File: src/rtl/gbfr_pkg.sv
// Package for the binary frame receiver: constants, phase and result codes,
// and the structs passed between the front queue and the parser back end.
// No dependencies.
package gbfr_pkg;

  localparam logic [7:0]  SyncFirst     = 8'hB5;
  localparam logic [7:0]  SyncSecond    = 8'h62;
  localparam int unsigned HeaderBytes   = 6;
  localparam int unsigned FrameOverhead = 8;
  localparam int unsigned MaxFrameBytes = 1024;
  localparam int unsigned QueueDepth    = 4;

  // Positions of the header bytes, counted from the first sync byte.
  localparam logic [15:0] PosClass   = 16'd2;
  localparam logic [15:0] PosId      = 16'd3;
  localparam logic [15:0] PosLenLow  = 16'd4;

  typedef enum logic [2:0] {
    PhSync1   = 3'd0,
    PhSync2   = 3'd1,
    PhHeader  = 3'd2,
    PhPayload = 3'd3,
    PhCheckA  = 3'd4,
    PhCheckB  = 3'd5
  } gbfr_phase_e;

  typedef enum logic [1:0] {
    KindPayload  = 2'd0,
    KindGood     = 2'd1,
    KindChkError = 2'd2,
    KindOverflow = 2'd3
  } gbfr_kind_e;

  // One received byte with its sync classification done up front.
  typedef struct packed {
    logic [7:0] rx_byte;
    logic       is_sync1;
    logic       is_sync2;
  } gbfr_item_t;

  // Handshake group from the front queue to the back end.
  typedef struct packed {
    logic       valid;
    gbfr_item_t item;
  } gbfr_qif_t;

  typedef struct packed {
    gbfr_kind_e  kind;
    logic [7:0]  data_byte;
    logic [7:0]  msg_class;
    logic [7:0]  msg_id;
    logic [15:0] decl_length;
    logic [15:0] payload_index;
  } gbfr_result_t;

endpackage

File: src/rtl/gnss_binary_frame_receiver_top.sv
// Top level of the binary GNSS frame receiver (sync, header, payload, Fletcher check).
// Instantiates gbfr_front and gbfr_back; uses gbfr_pkg.
//
// This block takes one received serial byte per transaction and looks for
// frames that open with the sync pair 0xB5 0x62, followed by class, id, a
// little-endian 16-bit payload length, the payload, and two 8-bit Fletcher
// check bytes computed over class through payload. Each payload byte comes
// out as its own result transaction together with the frame's class, id,
// declared length and the byte's position; the frame then closes with a
// frame-good or checksum-error result, and the receiver goes back to hunting
// for sync by itself. A frame whose declared length plus eight bytes of
// overhead exceeds MaxFrameBytes yields one overflow-abort result instead of
// any payload, and a zero-length frame goes straight to its check bytes.
// Both sides behave as queues: push a byte while full is low, and pop a
// result while empty is low. One byte is taken every cycle for as long as
// results are popped at the same pace; the parser state machine handles a
// byte per cycle, and the input queue (QDepth bytes) and a two-entry result
// queue let the sender and the consumer stall independently. A byte pushed
// is stored in the input queue, and the result it produces, if any, is
// registered in the result queue before it appears at the outputs.
module gnss_binary_frame_receiver_top #(
  parameter int unsigned QDepth = gbfr_pkg::QueueDepth
) (
  input  logic        clk_i,
  input  logic        rst_ni,
  input  logic        push,
  input  logic [7:0]  rx_byte_i,
  output logic        full,
  output logic        empty,
  input  logic        pop,
  output logic [1:0]  result_kind_o,
  output logic [7:0]  data_byte_o,
  output logic [7:0]  msg_class_o,
  output logic [7:0]  msg_id_o,
  output logic [15:0] decl_length_o,
  output logic [15:0] payload_index_o
);
  import gbfr_pkg::*;

  // Tagged bytes travel from the front queue to the parser through q.
  gbfr_qif_t    q;
  logic         take;
  gbfr_result_t res;

  gbfr_front #(
    .Depth(QDepth)
  ) u_front (
    .clk_i    (clk_i),
    .rst_ni   (rst_ni),
    .push_i   (push),
    .rx_byte_i(rx_byte_i),
    .full_o   (full),
    .q_o      (q),
    .take_i   (take)
  );

  // The back end runs the frame state machine and owns the result queue.
  gbfr_back u_back (
    .clk_i  (clk_i),
    .rst_ni (rst_ni),
    .q_i    (q),
    .take_o (take),
    .empty_o(empty),
    .pop_i  (pop),
    .res_o  (res)
  );

  assign result_kind_o   = res.kind;
  assign data_byte_o     = res.data_byte;
  assign msg_class_o     = res.msg_class;
  assign msg_id_o        = res.msg_id;
  assign decl_length_o   = res.decl_length;
  assign payload_index_o = res.payload_index;

endmodule

File: src/rtl/gbfr_front.sv
// Front end of the binary frame receiver: takes received bytes, tags the
// sync bytes and holds them in a short queue for the parser. Uses gbfr_pkg.
module gbfr_front #(
  parameter int unsigned Depth = gbfr_pkg::QueueDepth
) (
  input  logic                clk_i,
  input  logic                rst_ni,
  input  logic                push_i,
  input  logic [7:0]          rx_byte_i,
  output logic                full_o,
  output gbfr_pkg::gbfr_qif_t q_o,
  input  logic                take_i
);
  import gbfr_pkg::*;

  localparam int unsigned PtrW = (Depth > 1) ? $clog2(Depth) : 1;
  localparam int unsigned CntW = $clog2(Depth + 1);

  gbfr_item_t        mem_q [Depth];
  logic [PtrW-1:0]   wr_ptr_q, wr_ptr_d, rd_ptr_q, rd_ptr_d;
  logic [CntW-1:0]   cnt_q, cnt_d;
  logic              do_push, do_take;
  gbfr_item_t        new_item;

  assign full_o   = (cnt_q == CntW'(Depth));
  assign do_push  = push_i && !full_o;
  assign do_take  = take_i && (cnt_q != '0);

  assign new_item.rx_byte  = rx_byte_i;
  assign new_item.is_sync1 = (rx_byte_i == SyncFirst);
  assign new_item.is_sync2 = (rx_byte_i == SyncSecond);

  assign q_o.valid = (cnt_q != '0);
  assign q_o.item  = mem_q[rd_ptr_q];

  always_comb begin
    wr_ptr_d = wr_ptr_q;
    rd_ptr_d = rd_ptr_q;
    cnt_d    = cnt_q;
    if (do_push) begin
      wr_ptr_d = (wr_ptr_q == PtrW'(Depth - 1)) ? '0 : wr_ptr_q + 1'b1;
    end
    if (do_take) begin
      rd_ptr_d = (rd_ptr_q == PtrW'(Depth - 1)) ? '0 : rd_ptr_q + 1'b1;
    end
    unique case ({do_push, do_take})
      2'b10:   cnt_d = cnt_q + 1'b1;
      2'b01:   cnt_d = cnt_q - 1'b1;
      default: cnt_d = cnt_q;
    endcase
  end

  always_ff @(posedge clk_i or negedge rst_ni) begin
    if (!rst_ni) begin
      wr_ptr_q <= '0;
      rd_ptr_q <= '0;
      cnt_q    <= '0;
    end else begin
      wr_ptr_q <= wr_ptr_d;
      rd_ptr_q <= rd_ptr_d;
      cnt_q    <= cnt_d;
    end
  end

  always_ff @(posedge clk_i) begin
    if (do_push) begin
      mem_q[wr_ptr_q] <= new_item;
    end
  end

endmodule

File: src/rtl/gbfr_back.sv
// Back end of the binary frame receiver: the frame parser state machine with
// its Fletcher sums, and a two-entry result queue. Uses gbfr_pkg.
module gbfr_back (
  input  logic                   clk_i,
  input  logic                   rst_ni,
  input  gbfr_pkg::gbfr_qif_t    q_i,
  output logic                   take_o,
  output logic                   empty_o,
  input  logic                   pop_i,
  output gbfr_pkg::gbfr_result_t res_o
);
  import gbfr_pkg::*;

  gbfr_phase_e  phase_q, phase_d;
  logic [15:0]  cnt_q, cnt_d;
  logic [15:0]  len_q, len_d;
  logic [7:0]   sum_a_q, sum_a_d, sum_b_q, sum_b_d;
  logic [7:0]   cls_q, cls_d, id_q, id_d, chk_a_q, chk_a_d;

  logic [7:0]   b;
  logic [15:0]  len_full, cnt_inc;
  logic [7:0]   sum_a_nx, sum_b_nx;
  logic         overflow, pay_last;
  logic         res_valid;
  gbfr_result_t res;

  // Result queue, two entries.
  gbfr_result_t oq_q [2];
  logic         owr_q, ord_q;
  logic [1:0]   ocnt_q, ocnt_d;
  logic         emit, opop;

  assign take_o  = q_i.valid && (ocnt_q != 2'd2);
  assign b       = q_i.item.rx_byte;

  assign len_full = {b, len_q[7:0]};
  assign cnt_inc  = cnt_q + 16'd1;
  assign sum_a_nx = sum_a_q + b;
  assign sum_b_nx = sum_b_q + sum_a_nx;
  assign overflow = (17'(len_full) + 17'(FrameOverhead)) > 17'(MaxFrameBytes);
  assign pay_last = 17'(cnt_inc) >= (17'(len_q) + 17'(HeaderBytes));

  // Next phase.
  always_comb begin
    phase_d = phase_q;
    if (take_o) begin
      unique case (phase_q)
        PhSync1:   phase_d = q_i.item.is_sync1 ? PhSync2 : PhSync1;
        PhSync2:   phase_d = q_i.item.is_sync2 ? PhHeader : PhSync1;
        PhHeader: begin
          if (cnt_q != PosClass && cnt_q != PosId && cnt_q != PosLenLow) begin
            if (overflow) begin
              phase_d = PhSync1;
            end else begin
              phase_d = (len_full == 16'd0) ? PhCheckA : PhPayload;
            end
          end
        end
        PhPayload: phase_d = pay_last ? PhCheckA : PhPayload;
        PhCheckA:  phase_d = PhCheckB;
        PhCheckB:  phase_d = PhSync1;
        default:   phase_d = PhSync1;
      endcase
    end
  end

  // Frame bookkeeping registers.
  always_comb begin
    cnt_d   = cnt_q;
    len_d   = len_q;
    sum_a_d = sum_a_q;
    sum_b_d = sum_b_q;
    cls_d   = cls_q;
    id_d    = id_q;
    chk_a_d = chk_a_q;
    if (take_o) begin
      unique case (phase_q)
        PhSync1: cnt_d = q_i.item.is_sync1 ? 16'd1 : 16'd0;
        PhSync2: begin
          if (q_i.item.is_sync2) begin
            cnt_d   = 16'd2;
            sum_a_d = '0;
            sum_b_d = '0;
          end else begin
            cnt_d = 16'd0;
          end
        end
        PhHeader: begin
          sum_a_d = sum_a_nx;
          sum_b_d = sum_b_nx;
          cnt_d   = cnt_inc;
          priority if (cnt_q == PosClass) begin
            cls_d = b;
          end else if (cnt_q == PosId) begin
            id_d = b;
          end else if (cnt_q == PosLenLow) begin
            len_d = {8'h00, b};
          end else begin
            len_d = len_full;
            cnt_d = overflow ? 16'd0 : 16'(HeaderBytes);
          end
        end
        PhPayload: begin
          sum_a_d = sum_a_nx;
          sum_b_d = sum_b_nx;
          cnt_d   = cnt_inc;
        end
        PhCheckA: begin
          chk_a_d = b;
          cnt_d   = cnt_inc;
        end
        default: cnt_d = 16'd0;
      endcase
    end
  end

  // Result produced by the byte being taken.
  always_comb begin
    res_valid         = 1'b0;
    res.kind          = KindPayload;
    res.data_byte     = '0;
    res.msg_class     = cls_q;
    res.msg_id        = id_q;
    res.decl_length   = len_q;
    res.payload_index = '0;
    unique case (phase_q)
      PhHeader: begin
        if (cnt_q != PosClass && cnt_q != PosId && cnt_q != PosLenLow && overflow) begin
          res_valid       = 1'b1;
          res.kind        = KindOverflow;
          res.decl_length = len_full;
        end
      end
      PhPayload: begin
        res_valid         = 1'b1;
        res.data_byte     = b;
        res.payload_index = cnt_q - 16'(HeaderBytes);
      end
      PhCheckB: begin
        res_valid = 1'b1;
        res.kind  = (chk_a_q == sum_a_q && b == sum_b_q) ? KindGood : KindChkError;
      end
      default: res_valid = 1'b0;
    endcase
  end

  assign emit    = take_o && res_valid;
  assign empty_o = (ocnt_q == 2'd0);
  assign opop    = pop_i && !empty_o;
  assign res_o   = oq_q[ord_q];

  always_comb begin
    unique case ({emit, opop})
      2'b10:   ocnt_d = ocnt_q + 2'd1;
      2'b01:   ocnt_d = ocnt_q - 2'd1;
      default: ocnt_d = ocnt_q;
    endcase
  end

  always_ff @(posedge clk_i or negedge rst_ni) begin
    if (!rst_ni) begin
      phase_q <= PhSync1;
      cnt_q   <= '0;
      len_q   <= '0;
      sum_a_q <= '0;
      sum_b_q <= '0;
      cls_q   <= '0;
      id_q    <= '0;
      chk_a_q <= '0;
      owr_q   <= 1'b0;
      ord_q   <= 1'b0;
      ocnt_q  <= '0;
    end else begin
      phase_q <= phase_d;
      cnt_q   <= cnt_d;
      len_q   <= len_d;
      sum_a_q <= sum_a_d;
      sum_b_q <= sum_b_d;
      cls_q   <= cls_d;
      id_q    <= id_d;
      chk_a_q <= chk_a_d;
      owr_q   <= owr_q ^ emit;
      ord_q   <= ord_q ^ opop;
      ocnt_q  <= ocnt_d;
    end
  end

  always_ff @(posedge clk_i) begin
    if (emit) begin
      oq_q[owr_q] <= res;
    end
  end

endmodule

File: config.mk
export PLATFORM = sky130hd
export DESIGN_NAME = gnss_binary_frame_receiver_top
export DESIGN_NICKNAME = d
export VERILOG_FILES = /design/src/rtl/gbfr_pkg.sv /design/src/rtl/gnss_binary_frame_receiver_top.sv /design/src/rtl/gbfr_front.sv /design/src/rtl/gbfr_back.sv
export SDC_FILE = /design/constraint.sdc
export NUM_CORES = 1
export LEC_CHECK = 0
export BUFFER_PORTS_ARGS = -buffer_cell sky130_fd_sc_hd__buf_2
export CORE_AREA = 2 2 158 160
export CTS_BUF_LIST = sky130_fd_sc_hd__clkbuf_2
export CTS_CLUSTER_DIAMETER = 100
export DETAILED_ROUTE_END_ITERATION = 6
export DIE_AREA = 0 0 160 162
export GPL_ROUTABILITY_DRIVEN = 0
export PLACE_DENSITY_LB_ADDON = 0.12
export SYNTH_ARGS = -nofsm -noshare
export SYNTH_HDL_FRONTEND = slang
export SYNTH_SLANG_ARGS = --single-unit
File: constraint.sdc
create_clock -name clk_i -period 4.53 [get_ports clk_i]
set_input_delay 0.906 -clock clk_i [delete_from_list [all_inputs] [get_ports clk_i]]
set_output_delay 0.906 -clock clk_i [all_outputs]
set_load 0.005 [all_outputs]
Word level (Yosys, flattened, before mapping)
Memories as Yosys holds them, arrays and structs flattened.
Cells that the tools add are included.
{"block": "classes", "reduce_logical": 28, "muxes": 35, "eq_ne": 25, "bitwise_logic": 4, "addsub": 12, "n_lt_le_gt_ge": 2}
{"cell": "16-bit 2-to-1 mux", "count": 7}
{"cell": "16-bit case mux with 4 select lines", "count": 1}
{"cell": "16-bit by 2-bit equality test with 1-bit output, second input constant", "count": 2}
{"cell": "16-bit by 2-bit inequality test with 1-bit output, second input constant", "count": 2}
{"cell": "8-bit case mux with 2 select lines", "count": 2}
{"cell": "16-bit by 3-bit adder with 17-bit output, second input constant", "count": 1}
{"cell": "16-bit by 4-bit adder with 17-bit output, second input constant", "count": 1}
{"cell": "16-bit by 17-bit greater-or-equal comparator with 1-bit output", "count": 1}
{"cell": "17-bit by 11-bit greater-than comparator with 1-bit output, second input constant", "count": 1}
{"cell": "16-bit by 1-bit adder with 16-bit output, second input constant", "count": 1}
{"cell": "8-bit adder", "count": 2}
{"cell": "16-bit by 3-bit equality test with 1-bit output, second input constant", "count": 1}
{"cell": "8-bit equality test", "count": 2}
{"cell": "16-bit logical NOT", "count": 1}
{"cell": "8-bit 2-to-1 mux", "count": 2}
{"cell": "16-bit by 3-bit inequality test with 1-bit output, second input constant", "count": 1}
{"cell": "16-bit by 3-bit subtractor with 16-bit output, second input constant", "count": 1}
{"cell": "3-bit 2-to-1 mux", "count": 5}
{"cell": "3-bit case mux with 5 select lines", "count": 1}
{"cell": "2-bit 2-to-1 mux", "count": 6}
{"cell": "3-bit equality test, second input constant", "count": 3}
{"cell": "1-bit logical AND", "count": 9}
{"cell": "2-bit equality test, second input constant", "count": 4}
{"cell": "8-bit by 7-bit equality test with 1-bit output, second input constant", "count": 1}
{"cell": "26 further kinds", "count": 48}
{"block": "word_totals", "wordCells": 123, "ramBits": 156, "reg_bits": 86, "out_inout_bits": 60, "mem_count": 2, "input_bits": 12}
{"name": "u_back.oq_q", "depth": 2, "word_bits": 58, "read_ports": 1, "rd_ports_with_merged_regs": 0, "write_ports": 1, "line": "gbfr_back.sv:28", "text": "gbfr_result_t oq_q [2];"}
{"name": "u_front.mem_q", "depth": 4, "word_bits": 10, "read_ports": 1, "rd_ports_with_merged_regs": 0, "write_ports": 1, "line": "gbfr_front.sv:19", "text": "gbfr_item_t mem_q [Depth];"}

Depth between registers and ports, before layout
{"block": "depth", "word_depth": 9, "mapped_depth": 16, "ltp_nobuf": 15}

By module
Synthesis repeated with hierarchy kept, for this count alone.
{"block": "unflattened", "cells_unflattened": 862, "hier_area_um2": 11773.8}
{"module": "gbfr_back", "seq_area_each_um2": 5460.2, "cells_each": 764, "instances": 1, "area_each_um2": 9799.4}
{"module": "gbfr_front", "seq_area_each_um2": 1376.3, "cells_each": 98, "instances": 1, "area_each_um2": 1974.4}

Worst setup path before layout
No wires, ideal clock.
{"block": "synth_path", "kind": "register to register", "startpoint": "reg u_front.rd_ptr_q[0]", "endpoint": "mem u_back.oq_q[1][0] in the netlist's numbering (enable)", "required_ps": 4108, "stages_incl_launch_ff": 8, "path_slack_ps": 402, "n_path_buf": 0, "t_arrival_ps": 3706, "cell_sequence": "dfrtp_1 > mux4_1 > and2_1 > and3_2 > o41ai_4 > o211ai_1 > a21oi_1 > ha_1"}
{"block": "synth_via", "elab_chain_len": 9}
{"element": "start: declaration", "line": "gbfr_front.sv:20", "text": "logic [PtrW-1:0] wr_ptr_q, wr_ptr_d, rd_ptr_q, rd_ptr_d;"}
{"element": "start signal: assignment", "line": "gbfr_front.sv:60", "text": "rd_ptr_q <= rd_ptr_d;"}
{"element": "memory 4 x 10 bit"}
{"element": "16-bit by 4-bit adder with 17-bit output", "line": "gbfr_back.sv:40", "text": "assign overflow = (17'(len_full) + 17'(FrameOverhead)) > 17'(MaxFrameBytes);"}
{"element": "17-bit by 11-bit greater-than comparator with 1-bit output", "line": "gbfr_back.sv:40"}
{"element": "1-bit logical AND", "line": "gbfr_back.sv:128", "text": "if (cnt_q != PosClass && cnt_q != PosId && cnt_q != PosLenLow && overflow) begin"}
{"element": "1-bit 2-to-1 mux", "line": "gbfr_back.sv:128"}
{"element": "1-bit case mux with 2 select lines", "line": "gbfr_back.sv:126", "text": "unique case (phase_q)"}
{"element": "1-bit logical AND", "line": "gbfr_back.sv:147", "text": "assign emit = take_o && res_valid;"}
{"element": "1-bit 2-to-1 mux", "line": "gbfr_back.sv:189", "text": "if (emit) begin"}
{"element": "1-bit 2-to-1 mux (not written as such)", "line": "gbfr_back.sv:190", "text": "oq_q[owr_q] <= res;"}
{"element": "end: declaration", "line": "gbfr_back.sv:28"}
Every way passes these cells.

Final worst setup path
{"block": "layout_path", "startpoint": "reg u_back.cnt_q[1]", "endpoint": "reg u_back.phase_q[1]"}
{"block": "layout_via", "elab_chain_len": 5}
{"element": "start: declaration", "line": "gbfr_back.sv:15", "text": "logic [15:0] cnt_q, cnt_d;"}
{"element": "start signal: assignment", "line": "gbfr_back.sv:175", "text": "cnt_q <= cnt_d;"}
{"element": "parallel branches: the longest is 5 deep, another holds 16-bit by 17-bit greater-or-equal comparator with 1-bit output"}
{"element": "end signal: assignment", "line": "gbfr_back.sv:162", "text": "phase_q <= PhSync1;"}
{"element": "end signal: assignment", "line": "gbfr_back.sv:174", "text": "phase_q <= phase_d;"}
{"element": "end: declaration", "line": "gbfr_back.sv:14", "text": "gbfr_phase_e phase_q, phase_d;"}
Several ways; the timed one is not identified.
A chain may end at the register's enable or synchronous reset.

==> out/qor.yml <==
h_tree_depth: 2
vdd.ir_drop.worst_mv: 0.5400
synth.largest_area_cell: "sky130_fd_sc_hd__edfxtp_1"
timing.critical_path.mode_cell: "sky130_fd_sc_hd__ha_1"
critPathLaunch: "u_back.cnt_q[1]$_DFFE_PN0P_"
worst-path-buf-inv: 0
ys_seq_elements: 242
most_used_standard_cells_in_the_synthesized_netlist: "156 x sky130_fd_sc_hd__edfxtp_1, 86 x sky130_fd_sc_hd__dfrtp_1, 79 x sky130_fd_sc_hd__mux2_2, 59 x sky130_fd_sc_hd__nand2_1, 57 x sky130_fd_sc_hd__o21ai_0"
most_frequent_cell_after_synthesis: "sky130_fd_sc_hd__edfxtp_1"
drt_iter0_markers: 398
clock-root-buffer: "sky130_fd_sc_hd__clkbuf_2"
cts_sinks: 242
cp-endpoint: "u_back.phase_q[1]$_DFFE_PN0P_"
synth_enable_flop_cells: 156
ff2ff_path_depth: 13
synthDistinctLibCells: 75
setup_crit_path_kind: "reg -> reg"
netlist_instances: 902
wire_length_of_the_first_global_routing_pass_um: 40880
reg2reg_slack_ns: 0.50
postRouteWirelength_um: 25470
cellPowerDensity_mw_per_mm2: 716.1
remaining_global_route_overflow: 0
detailed_place_hpwl_um: 17180
cts-buffers-inserted: 61
post_synth_instance_area_sq_mm: 0.01196
timing.rr.start: "u_back.cnt_q[1]$_DFFE_PN0P_"
fraction_of_the_mapped_netlist_area_in_compound_gates_pct: 8.136
clk_transition_reported_paths_ns: 0.14
ctsResizeCount: 0
crit_arrival_ns: 4.78
avgViaCountPerCell: 5.465
drtAntennaViolNets: 0
die_area_sq_mm: 0.02592
post_synth_fa_ha_maj_area_fraction_pct: 5.208
fin_skew_ns: 0.07900
synth_seq_area_share_pct: 57.14
report.final.hold_viol_count: 0
post_route_cells_drive_above_1_share_pct: 27.43
worstPathMaxFanout: 8
postSynthNetCount: 962
timing.max_cap.violations: 0
critical_path_depth: 13
worst_slew_pin_slew_ns: 1.142
grt_antenna_before_repair: 1
startpoint_type: "flop"
cts.path.max_buffers: 3
critical_path.reg2reg.endpoint: "u_back.phase_q[1]$_DFFE_PN0P_"
grt_start_max_net_pins: 60
post_synth.cell_area_avg_sq_um: 13.26
critPathCaptureType: "flop"
grt_pass1_vias: 7516
design.final.nets: 1070
maxClockFrequency_mhz: 248.3
die_y_um: 162
synth_top_family_by_area: "multiplexers"
drc: 0
final_setup_violation_count: 0
floorplan.io_pins: 72
synth_top_area_share_pct: 39.15
drt_pre_antenna_iters: 5
period_share_pct: 88.91
initial_utilization_pct: 49.63
outcome: "finished clean"
synth-warning-count: 0
slew_viol_final: 0
finalWorstPathRequiredPeriod_ns: 4.027
design_power_total_w: 0.009449
clk_latency_ns: 0.89
timing.critical_path.cells: "ha_1 > and4_1 > nand4_1 > nor2_1 > and3_1 > xor2_1 > ha_1 > or3_1 > a2111oi_0 > o311ai_0 > a311o_1 > o41a_1 > o211ai_1"
via_count: 7575
synth_async_sr_flop_share_pct: 35.54
synth_xor_xnor_area_share_pct: 5.271
critPathTopFamily: "compound AO/OA/AOI/OAI gates"
core_sq_mm: 0.02411
holdBufCountCts: 0
tritoncts_clock_tree: "built"
total_leakage_power_nw: 5.567
row_count: 57
worst_ep_required_time_ns: 5.28
aggregate_global_route_resource_usage_pct: 19.94
avgRoutedWirePerCell_um: 18.38
area_growth_syn_to_layout_pct: 10.28
slowest_cell_on_the_critical_path: "sky130_fd_sc_hd__dfrtp_1"
cts_post_setup_buffers_inserted: 0
cp_slowest_stage_delay_ns: 0.53
dominantRegCellSynth: "sky130_fd_sc_hd__edfxtp_1"
yosys.area_share.simple_pct: 9.736
muxShareOfSynthArea_pct: 11.36
totalNegativeSetupSlack_ns: 0
synth_top_cells_by_area: "sky130_fd_sc_hd__edfxtp_1 39%, sky130_fd_sc_hd__dfrtp_1 18%, sky130_fd_sc_hd__mux2_2 7.4%"
die_w_um: 160
portBuffers: 71
grt_setup_unrepaired: "no"
min-delay-path-class: "in -> async"
timing.slew.headroom_pct: 23.72
flip-flops by register name, summed over array words and instances, names as in the netlist:
name,count
u_back.chk_a_q,8
u_front.mem_q,40
u_back.cls_q,8
u_back.owr_q,1
u_back.oq_q,116
u_back.cnt_q,16
u_back.ocnt_q,2
u_front.cnt_q,3
u_back.sum_a_q,8
u_back.sum_b_q,8
u_back.id_q,8
u_back.ord_q,1
u_back.phase_q,3
u_back.len_q,16
u_front.wr_ptr_q,2
u_front.rd_ptr_q,2
cells in the final DEF, fill, tap and decap left out, types with 6 or more instances in the layout:
cell                       Yosys  final
sky130_fd_sc_hd__dfrtp_1      86     85
sky130_fd_sc_hd__nor4_1        8      8
sky130_fd_sc_hd__xor2_1       42     42
sky130_fd_sc_hd__o21ai_0      57     57
sky130_fd_sc_hd__buf_4         3     18
sky130_fd_sc_hd__nor2b_1       8      8
sky130_fd_sc_hd__and2_1        9      9
sky130_fd_sc_hd__or2_2         6      6
sky130_fd_sc_hd__nand4_1       8      8
sky130_fd_sc_hd__nand2_1      59     59
sky130_fd_sc_hd__buf_2         2     70
sky130_fd_sc_hd__or3_1        14     14
sky130_fd_sc_hd__inv_1        22     22
sky130_fd_sc_hd__mux2_2       79     79
sky130_fd_sc_hd__mux4_1        9      9
sky130_fd_sc_hd__and3_1       19     19
sky130_fd_sc_hd__clkbuf_2      0     81
sky130_fd_sc_hd__xnor2_1      30     30
sky130_fd_sc_hd__nor3_1       11     11
sky130_fd_sc_hd__clkinv_1      0     28
sky130_fd_sc_hd__mux2_4        8      8
sky130_fd_sc_hd__mux2_1        8      8
sky130_fd_sc_hd__nor2_1       43     43
sky130_fd_sc_hd__a21oi_1      25     25
sky130_fd_sc_hd__edfxtp_1    156    156
sky130_fd_sc_hd__a21o_1       11     11
sky130_fd_sc_hd__a22o_1       13     13
sky130_fd_sc_hd__ha_1         45     43
sky130_fd_sc_hd__nand3_1      13     13
final cells by class:
class,instances,area (sq um)
Inverter,22,82.58
Antenna cell,1,2.502
Clock inverter,33,140.1
Timing Repair Buffer,91,545.5
Multi-Input combinational cell,592,4775
Fill cell,2140,10910
Tap cell,324,405.4
Clock buffer,81,405.4
Sequential cell,242,6838
worst min path at each step:
stage | endpoint | start | cells after the start | slack (ns)
2_1_floorplan | u_back.oq_q[0][32]$_DFFE_PP_ | u_back.id_q[0]$_DFFE_PN0P_ | 0 | 0.43
3_3_place_gp | u_back.oq_q[1][33]$_DFFE_PP_ | u_back.id_q[1]$_DFFE_PN0P_ | 0 | 0.45
3_5_place_dp | u_back.oq_q[0][40]$_DFFE_PP_ | u_back.cls_q[0]$_DFFE_PN0P_ | 0 | 0.46
4_1_cts | u_back.cnt_q[4]$_DFFE_PN0P_ | rst_ni | 1 | 0.07
5_1_grt | u_back.cnt_q[13]$_DFFE_PN0P_ | rst_ni | 1 | 0.07
6_report | u_back.cnt_q[13]$_DFFE_PN0P_ | rst_ni | 1 | 0.08
routing by layer:
layer,part of all wire [%],global-route usage (%),vias up
met1,46,26.99,3730
li1,-,-,3613
met4,1.8,6.265,0
met2,47,32.39,191
met5,0,0,-
met3,5.1,4.469,41
where the power goes:
part	total [W]	internal [W]	switching, W	leakage (nW)
logic	0.00437	0.00192	0.00245	2.60
registers	0.00368	0.00322	0.000458	2.57
clock network	0.00139	0.000507	0.000887	0.397
cell families (layout without fill, tap and decap cells):
| logic type | after synthesis | count (layout) |
|---|---|---|
| xor gates and xnor gates | 72 | 72 |
| AOI/OAI and AO/OA | 145 | 145 |
| other | 0 | 1 |
| buffers and inverters | 68 | 227 |
| and+or+nand+nor | 222 | 222 |
| muxes | 105 | 105 |
| DFF | 242 | 242 |
| adders and majority gates | 48 | 48 |
per-stage QoR:
stage | hold slack, ns | instances | util, % | setup slack [ns] | cell area [sq um]
2_1_floorplan | 0.4350 | 902 | - | 0.4017 | 11960
3_3_place_gp | 0.4477 | 1271 | 52.46 | 0.7206 | 12650
3_5_place_dp | 0.4591 | 1271 | 52.46 | 0.6267 | 12650
4_1_cts | 0.06802 | 1385 | 54.72 | 0.5305 | 13190
5_1_grt | 0.07174 | 1386 | 54.73 | 0.1776 | 13190
6_report | 0.08320 | 1386 | 54.73 | 0.5026 | 13190
(Power assumes the default switching activity.)
